===== src/hdl/kts_pkg.sv =====
// shared constants, stat indexes and key code helpers for the keystroke stats block
`timescale 1ns / 1ps
package kts_pkg;

  localparam int KEY_SLOTS = 768;
  localparam int SLOT_AW   = $clog2(KEY_SLOTS);
  localparam int CODE_W    = 10;
  localparam int VAL_W     = 2;
  localparam int TIME_W    = 64;
  localparam int CNT_W     = 32;
  localparam int IDX_W     = 4;

  localparam logic [CODE_W:0] SLOT_LIMIT = (CODE_W+1)'(KEY_SLOTS);

  // key_value codes
  localparam logic [VAL_W-1:0] KV_RELEASE = 2'd0;
  localparam logic [VAL_W-1:0] KV_PRESS   = 2'd1;
  localparam logic [VAL_W-1:0] KV_REPEAT  = 2'd2;

  // func codes
  localparam logic FN_KEY  = 1'b0;
  localparam logic FN_TICK = 1'b1;

  // key codes with special meaning
  localparam logic [CODE_W-1:0] KEY_BKSP      = 10'd14;
  localparam logic [CODE_W-1:0] KEY_W         = 10'd17;
  localparam logic [CODE_W-1:0] KEY_LCTRL     = 10'd29;
  localparam logic [CODE_W-1:0] KEY_RCTRL     = 10'd97;
  localparam logic [CODE_W-1:0] KEY_LALT      = 10'd56;
  localparam logic [CODE_W-1:0] KEY_RALT      = 10'd100;

  // stat indexes of a tick's run
  localparam logic [IDX_W-1:0] ST_PRESS     = 4'd0;
  localparam logic [IDX_W-1:0] ST_RELEASE   = 4'd1;
  localparam logic [IDX_W-1:0] ST_CHAR      = 4'd2;
  localparam logic [IDX_W-1:0] ST_CHARDEL   = 4'd3;
  localparam logic [IDX_W-1:0] ST_WORDDEL   = 4'd4;
  localparam logic [IDX_W-1:0] ST_HOLD_SUM  = 4'd5;
  localparam logic [IDX_W-1:0] ST_HOLD_CNT  = 4'd6;
  localparam logic [IDX_W-1:0] ST_HOLD_M2   = 4'd7;
  localparam logic [IDX_W-1:0] ST_HOLD_MAX  = 4'd8;
  localparam logic [IDX_W-1:0] ST_GAP_SUM   = 4'd9;
  localparam logic [IDX_W-1:0] ST_GAP_CNT   = 4'd10;
  localparam logic [IDX_W-1:0] ST_GAP_M2    = 4'd11;
  localparam logic [IDX_W-1:0] ST_GAP_MIN   = 4'd12;
  localparam logic [IDX_W-1:0] ST_GAP_MAX   = 4'd13;

  function automatic logic is_printable(input logic [CODE_W-1:0] c);
    return (c >= 10'd2  && c <= 10'd13) || (c >= 10'd16 && c <= 10'd27) ||
           (c >= 10'd30 && c <= 10'd41) || (c >= 10'd43 && c <= 10'd53) ||
           (c == 10'd57);
  endfunction

  function automatic logic [TIME_W-1:0] sat_add64(input logic [TIME_W-1:0] a,
                                                  input logic [TIME_W-1:0] b);
    logic [TIME_W:0] s;
    s = {1'b0, a} + {1'b0, b};
    return s[TIME_W] ? {TIME_W{1'b1}} : s[TIME_W-1:0];
  endfunction

endpackage


===== src/hdl/kts_div.sv =====
// iterative restoring divider, 64-bit dividend by 32-bit divisor, one quotient bit a cycle
`timescale 1ns / 1ps
module kts_div (
  input  logic                         clk,
  input  logic                         rst_n,
  input  logic                         start,
  input  logic [kts_pkg::TIME_W-1:0]   dividend,
  input  logic [kts_pkg::CNT_W-1:0]    divisor,
  output logic                         done,
  output logic [kts_pkg::TIME_W-1:0]   quot
);
  import kts_pkg::*;

  localparam int STEP_W = $clog2(TIME_W);

  logic [TIME_W-1:0] q_r, q_nxt;
  logic [CNT_W-1:0]  rem_r, rem_nxt;
  logic [CNT_W-1:0]  dvs_r;
  logic [STEP_W-1:0] step_r;
  logic              busy_r;
  logic              done_r;
  logic [CNT_W:0]    shifted;
  logic [CNT_W:0]    diff;
  logic              fits;

  always_comb begin
    shifted = {rem_r, q_r[TIME_W-1]};
    diff    = shifted - {1'b0, dvs_r};
    fits    = shifted >= {1'b0, dvs_r};
    rem_nxt = fits ? diff[CNT_W-1:0] : shifted[CNT_W-1:0];
    q_nxt   = {q_r[TIME_W-2:0], fits};
  end

  always_ff @(posedge clk) begin
    if (!rst_n) begin
      busy_r <= 1'b0;
      done_r <= 1'b0;
      step_r <= '0;
    end else begin
      done_r <= 1'b0;
      if (start) begin
        busy_r <= 1'b1;
        step_r <= '0;
        q_r    <= dividend;
        rem_r  <= '0;
        dvs_r  <= divisor;
      end else if (busy_r) begin
        q_r    <= q_nxt;
        rem_r  <= rem_nxt;
        step_r <= step_r + 1'b1;
        if (step_r == STEP_W'(TIME_W - 1)) begin
          busy_r <= 1'b0;
          done_r <= 1'b1;
        end
      end
    end
  end

  assign done = done_r;
  assign quot = q_r;

endmodule


===== config.mk =====
export PLATFORM = sky130hd
export DESIGN_NAME = kts_div
export DESIGN_NICKNAME = d
export VERILOG_FILES = /design/src/hdl/kts_pkg.sv /design/src/hdl/kts_div.sv
export SDC_FILE = /design/constraint.sdc
export NUM_CORES = 1
export LEC_CHECK = 0
export BUFFER_PORTS_ARGS = -buffer_cell sky130_fd_sc_hd__buf_2
export CAP_MARGIN = 10
export CORE_UTILIZATION = 40
export CTS_BUF_LIST = sky130_fd_sc_hd__clkbuf_8
export CTS_CLUSTER_SIZE = 24
export DETAILED_ROUTE_END_ITERATION = 10
export GPL_ROUTABILITY_DRIVEN = 0
export GPL_TIMING_DRIVEN = 1
export SLEW_MARGIN = 15
export SYNTH_ARGS = -nofsm -noshare
export SYNTH_HDL_FRONTEND = slang
export SYNTH_SLANG_ARGS = --single-unit

===== constraint.sdc =====
create_clock -name clk -period 4.75 [get_ports clk]
set_clock_uncertainty 0.2 [all_clocks]
set_input_delay 0.95 -clock clk [delete_from_list [all_inputs] [get_ports clk]]
set_output_delay 0.95 -clock clk [all_outputs]
set_load 0.005 [all_outputs]

==> qor.yml, run 1 <==
cts_tree: "done"
post-route-period-util_pct: 76.9
areaGrowthSynthToFinish_pct: 18.9
grtUsageMet2_pct: 30.5
synth_edf_count: 128
fp.dieH_microns: 139
grt_overflow: 0
worstSetupEndpoint: "rem_r[23]"
drive_gt1_share_pct: 34.3
cp-start-kind: "flop"
cts_hold_buffers: 0
initial_core_util_pct: 41.1
clkTransAtPathRegs_ps: 100
critical_path_class: "flop to flop"
rows: 49
fillerInstances: 1649
violations: "DRC"
avgViaCountPerCell: 5.30
drt_iter0_drc: 250
cts_sinks: 136
power_density_nw_per_um2: 363
gr-usage-all-layers_pct: 18.2
synth_nets: 755
period_minus_slack_ps: 3650
hold_viol: 0
slew_violations: 0
critPathLaunch: "rem_r[3]"
core_sq_um: 18100
regToRegSetupSlack_ps: 1100
max-slew-margin-rel_pct: 45.9
crit_required_ps: 4760
yosysSeqAreaShare_pct: 53.6
port_buffers: 163
synthMuxAreaShare_pct: 12.9
htreeDepth: 4
async_flop_share_pct: 0
grt_pass1_vias: 5659
rr_endpoint: "rem_r[23]"
clockRootBuffer: "clkbuf_8"
grt_pass1_wl_mm: 27.7
syn_avg_cell_area_sq_um: 12.0
cts_resized: 0
synth.cell_area_sq_um: 7470
ant_nets: 0
avgRoutedWirePerCell_microns: 16.5
max_freq_mhz: 274
endpoint_kind: "flop"
io_pins: 164
antenna_found_initial: 1
postRouteWirelength_mm: 16.8
clock_latency_ps: 460
cts_setup_buffers: 0
grt_max_degree: 67
irDropWorstVdd_mv: 0.223
fin_util_pct: 48.9
cts_buffers: 17
r2r_start: "rem_r[3]"
synth_xor_area_share_pct: 3.17
cts_buffer_depth: 2
drcViolationCount: 8
ys.flop_type: "edfxtp_1"
outcome: "finished, violations left"
diodes: 0
setup_viol: 0
layout_common_cells: "buf_2 (162), edfxtp_1 (128), mux2_2 (63)"
rr_worst_depth: 10
arrival_ps: 3660
synthSimpleGateAreaFrac_pct: 9.10
syn_inst: 622
synth_fa_ha_area_share_pct: 5.80
vias: 5405
nNetsFinal: 911
globalRouteMet3Util_pct: 7.18
synth_compound_area_share_pct: 11.1
yosysWarnings: 0
rsz0062_at_grt: "false"
grt_busiest_layer: "met2"
use_met1_pct: 21.2
final_common_cell: "buf_2"
firstDrtPassIters: 8
dp_hpwl_mm: 12.3
die_w_microns: 139
synth_top_family_by_area: "multiplexers"
synth-seq-cells: 136
hold_class: "flop to flop"
cap_violations: 0
leakage_uw: 0.00381
path_max_fanout: 17
tightest_slew_ps: 812
tns_ps: 0
dieArea_sq_um: 19200
ys_types: 63
==> worst min-delay path by stage <==
| stage | startpoint | endpoint | slack, ps | depth (start not counted) |
|---|---|---|---|---|
| global placement | step_r[5] | step_r[5] | 270 | 2 |
| detailed placement | step_r[5] | step_r[5] | 290 | 2 |
| finish | step_r[5] | step_r[5] | 310 | 2 |
| CTS | step_r[5] | step_r[5] | 300 | 2 |
| global route | step_r[5] | step_r[5] | 330 | 2 |
| floorplan | step_r[5] | done | 260 | 2 |
==> cell usage after synthesis (all sizes together) (2+ instances only) <==
cell type | count | area share, %
edfxtp | 128 | 51
mux2 | 64 | 9.7
nor2 | 54 | 2.7
inv | 42 | 2.1
ha | 33 | 5.5
nand2 | 33 | 1.7
a21oi | 32 | 2.2
mux2i | 24 | 3.2
clkbuf | 22 | 1.1
o21ai | 22 | 1.5
a21o | 21 | 2.1
xor2 | 14 | 1.6
nand3 | 13 | 0.87
xnor2 | 13 | 1.5
nand4 | 11 | 0.92
buf | 9 | 1.1
dfxtp | 8 | 2.1
o21a | 7 | 0.70
or3 | 6 | 0.50
and3 | 5 | 0.42
nor3 | 5 | 0.34
o21bai | 5 | 0.50
o31ai | 5 | 0.57
a211oi | 3 | 0.37
a21boi | 3 | 0.35
a31oi | 3 | 0.25
nor4b | 3 | 0.35
o211a | 3 | 0.40
a221o | 2 | 0.27
nand2b | 2 | 0.17
nor4 | 2 | 0.17
o2111ai | 2 | 0.32
o211ai | 2 | 0.20
o31a | 2 | 0.23
==> per-stage QoR <==
stage                     setup WS (ps)  instances  hold slack (ps)  total power [uW]  cell area [sq um]
after floorplan                     687        622              258              2040               7470
after global placement             1190        988              266              2220               8470
after detailed placement           1060        988              286              2230               8470
after CTS                          1060       1020              302              3250               8880
after global routing                802       1020              327              3390               8880
final                              1100       1020              312              3220               8880
==> where the power goes <==
part	internal [uW]	total [uW]	switching (uW)
registers	1430	1470	43.7
logic	332	733	401
clock network	489	1010	525
==> registers in the layout, indices dropped and copies added (netlist names) <==
signal,count
quot,64
step_r,6
done,1
busy_r,1
rem_r,32
dvs_r,32
==> critical path, stage by stage (launching register included) <==
cell and delay [ps]:
edfxtp_1 420, ha_1 400, nand3_1 130, o21bai_1 200
a21oi_1 380, o2111ai_2 220, nand2_1 130, a21bo_1 560
buf_4 410, mux2i_1 280, nor2_1 70
==> per-layer routing <==
| layer | part of all wire (%) | wire (microns) |
|---|---|---|
| met1 | 43 | 7170 |
| met4 | 1.8 | 310 |
| met5 | 0.10 | 17 |
| met3 | 7.7 | 1300 |
| met2 | 48 | 8020 |
==> cell families after synthesis <==
family | Yosys count
buffers and inverters | 73
XOR/XNOR | 27
adder cells (fa/ha/maj) | 34
AND/OR/NAND/NOR | 143
flip-flops | 136
AO/OA/AOI/OAI | 121
multiplexers | 88
==> final cells by class <==
class / count / area, sq um / area share, %
inverter: 42 / 158 / 1.78
timing repair buffer: 168 / 868 / 9.78
clock buffer: 17 / 234 / 2.63
clock inverter: 15 / 180 / 2.03
tap: 229 / 287 / 3.23
sequential: 136 / 4000 / 45.1
multi-input combinational: 413 / 3150 / 35.5
Power figures use the tool's default switching activity.
==> inputs of run 2 (changes only) <==
--- a/config.mk
+++ b/config.mk
@@ -5,6 +5,7 @@
 export SDC_FILE = /design/constraint.sdc
 export NUM_CORES = 1
 export LEC_CHECK = 0
+export ABC_AREA = 1
 export BUFFER_PORTS_ARGS = -buffer_cell sky130_fd_sc_hd__buf_2
 export CAP_MARGIN = 10
 export CORE_UTILIZATION = 40
==> constraint.sdc (replaced) <==
create_clock -name clk -period 3.4 [get_ports clk]
set_clock_uncertainty 0.2 [all_clocks]
set_input_delay 0.68 -clock clk [delete_from_list [all_inputs] [get_ports clk]]
set_output_delay 0.68 -clock clk [all_outputs]
set_load 0.005 [all_outputs]
==> run 2 against run 1 <==
  * The run now ends clean
  * Cell area rose by 14%
  * Synthesized cell count grew 83%
  * Maximum frequency grew 31%
  * Wire length rose by 30%
  * Final cell count increased by 56%
  * Synthesized area rose by 16%
  * Die area rose by 16%
  * Global-route usage up 2.7 points
  * Sequential power grew 44%
  * Critical endpoint is now rem_r[4]
==> qor.yml, run 2 <==
path_common_cell: "nand2_1"
fin_cells: 1593  # +56%
async_flop_share_pct: 0  # unchanged
cp-start-kind: "flop"
ys.flop_type: "edfxtp_1"
cap_violations: 0  # unchanged
register_area_sq_um: 4000  # unchanged
grt_overflow: 0  # unchanged
post-route-period-util_pct: 82.0  # +5.1 points
hold_viol: 0  # unchanged
crit_required_ps: 3520  # -1240 ps
endpoint_kind: "flop"
clkTransAtPathRegs_ps: 90  # about the same
areaGrowthSynthToFinish_pct: 17.0
synthMuxAreaShare_pct: 0  # -13 points
nNetsFinal: 1438  # +58%
rsz0062_at_grt: "false"
cts_hold_buffers: 0  # unchanged
rows: 53  # +8.2%
synth_compound_area_share_pct: 1.55  # -9.5 points
fin_util_pct: 48.0  # -0.94 points
avgViaCountPerCell: 4.59  # -13%
vias: 7308  # +35%
diodes: 0  # unchanged
hold_class: "primary input to flop"
critical_path_class: "flop to flop"
whs_ps: 186  # -127 ps
ys_types: 38  # -40%
cts_resized: 0  # unchanged
core_sq_um: 21100  # +16%
yosysWarnings: 0  # unchanged
drcViolationCount: 0  # -8
synth_fa_ha_area_share_pct: 5.00  # -0.79 points
dieArea_sq_um: 22200  # +16%
drive_gt1_share_pct: 20.7  # -14 points
max-slew-margin-rel_pct: 57.3  # +11 points
period_minus_slack_ps: 2790  # -865 ps
synth_xor_area_share_pct: 1.62  # -1.5 points
holdPathStages: 1  # -1
synth_nets: 1274  # +69%
clockRootBuffer: "clkbuf_8"
cts_setup_buffers: 0  # unchanged
tns_ps: 0  # unchanged
arrival_ps: 2910  # -750 ps
grt_pass1_wl_mm: 35.9  # +30%
multi_input_area_sq_um: 3750  # +19%
cts_sinks: 136  # unchanged
initial_core_util_pct: 41.0  # -0.12 points
postRouteWirelength_mm: 21.8  # +30%
clock_latency_ps: 460  # about the same
yosysTopAreaCell: "edfxtp_1"
path_max_fanout: 11  # -6
power_density_nw_per_um2: 486  # +34%
synth-seq-cells: 136  # unchanged
htreeDepth: 4  # unchanged
synth_edf_count: 128  # unchanged
cp_num_cells: 13  # +3
grt_max_degree: 70  # +4.5%
largest_register_ffs: 64  # unchanged
die_w_microns: 149  # +7.5%
rr_worst_depth: 13  # +3
critPathBufInv: 3  # +2
layout_common_cells: "nand2_1 (491), inv_1 (186), buf_2 (163)"
cts_tree: "done"
cts_buffer_depth: 2  # unchanged
cp_top_family: "simple AND/OR/NAND/NOR gates"
ant_nets: 0  # unchanged
synth_area_leaders: "edfxtp_1 (44%), nand2_1 (21%), inv_1 (8.1%), ha_1 (4.8%), nor2_1 (4.5%)"
antenna_found_initial: 0  # -1
grt_pass1_vias: 7320  # +29%
fillerInstances: 2211  # +34%
slew_violations: 0  # unchanged
cts_buffers: 17  # unchanged
crit_slowest_cell: "nor2_2"
drt_iter0_drc: 479  # +92%
leakage_uw: 0.00532  # +40%
synth_top_area_share_pct: 44.4  # -7.1 points
yosys.cell_count.top_type: "nand2_1"
syn_inst: 1141  # +83%
io_pins: 164  # unchanged
synth_top_family_by_area: "simple AND/OR/NAND/NOR gates"
max_freq_mhz: 359  # +31%
dp_hpwl_mm: 16.3  # +33%
fp.dieH_microns: 149  # +7.5%
gr-usage-all-layers_pct: 20.8  # +2.7 points
outcome: "complete, no violations"
yosysSeqAreaShare_pct: 46.3  # -7.3 points
dp.cells: 1561  # +58%
firstDrtPassIters: 5  # -3
slowest_delay_ps: 540  # -20 ps
irDropWorstVdd_mv: 0.249  # +11%
syn_avg_cell_area_sq_um: 7.58  # -37%
port_buffers: 163  # unchanged
avgRoutedWirePerCell_microns: 13.7  # -17%
tightest_slew_ps: 640  # -172 ps
crit_chain: "ha_1 -> nand2_2 -> inv_2 -> nand2_1 -> nand2_1 -> clkinv_1 -> nand2_1 -> nand2_2 -> nand4_1 -> nor2_2 -> buf_4 -> nor2_1 -> nor2_1"
final_common_cell: "nand2_1"
yosys-top-cells-count: "nand2_1 (492), inv_1 (186), edfxtp_1 (128)"
synth.cell_area_sq_um: 8650  # +16%
setup_viol: 0  # unchanged
synthSimpleGateAreaFrac_pct: 35.0  # +26 points
regToRegSetupSlack_ps: 610  # -490 ps
## run 2: cell types whose count changed after synthesis, moves of 24 or more
cell,delta
nand2_1,+459
inv_1,+144
mux2_2,-63
nor2_1,+49
mux2i_1,-24
## run 2: worst paths after layout
kind,startpoint,end
worst max-delay path,rem_r[22],rem_r[4]
worst min-delay path,divisor[28],dvs_r[28]
worst max register to register,rem_r[22],rem_r[4]
worst min register to register,step_r[5],step_r[5]
## run 2: report_power, final
group / switching (uW) / internal, uW
logic: 961 / 525
registers: 79.2 / 2040
clock network: 778 / 532
## run 2: metal layers
metal / track usage (%) / vias up / wire length (microns)
li1: - / 3819 / -
met1: 26.4 / 3276 / 9930
met2: 33.7 / 188 / 9930
met3: 6.30 / 25 / 1540
met4: 6.94 / 0 / 394
met5: 0 / - / 0
## run 2: layout make-up
class,count,area share [%]
Clock buffer,17,2.31
Clock inverter,15,1.32
Inverter,202,7.49
Multi-Input combinational cell,777,37.0
Sequential cell,136,39.6
Tap cell,275,3.40
Timing Repair Buffer,171,8.90
## run 2: cell families (layout without fill, tap and decap cells)
kind of cell	Yosys count	after routing
AOI/OAI and AO/OA	25	25
xor gates and xnor gates	16	16
adders and majority gates	34	34
buffers and inverters	228	405
DFF	136	136
and+or+nand+nor	702	702
## run 2: per-stage QoR
step | setup WS, ps | cell area [sq um] | power (uW)
after detailed placement | 589 | 9750 | 3650
after global placement | 701 | 9750 | 3630
after global routing | 409 | 10100 | 5250
after CTS | 567 | 10100 | 4960
after floorplan | 327 | 8650 | 3220
final | 612 | 10100 | 4920
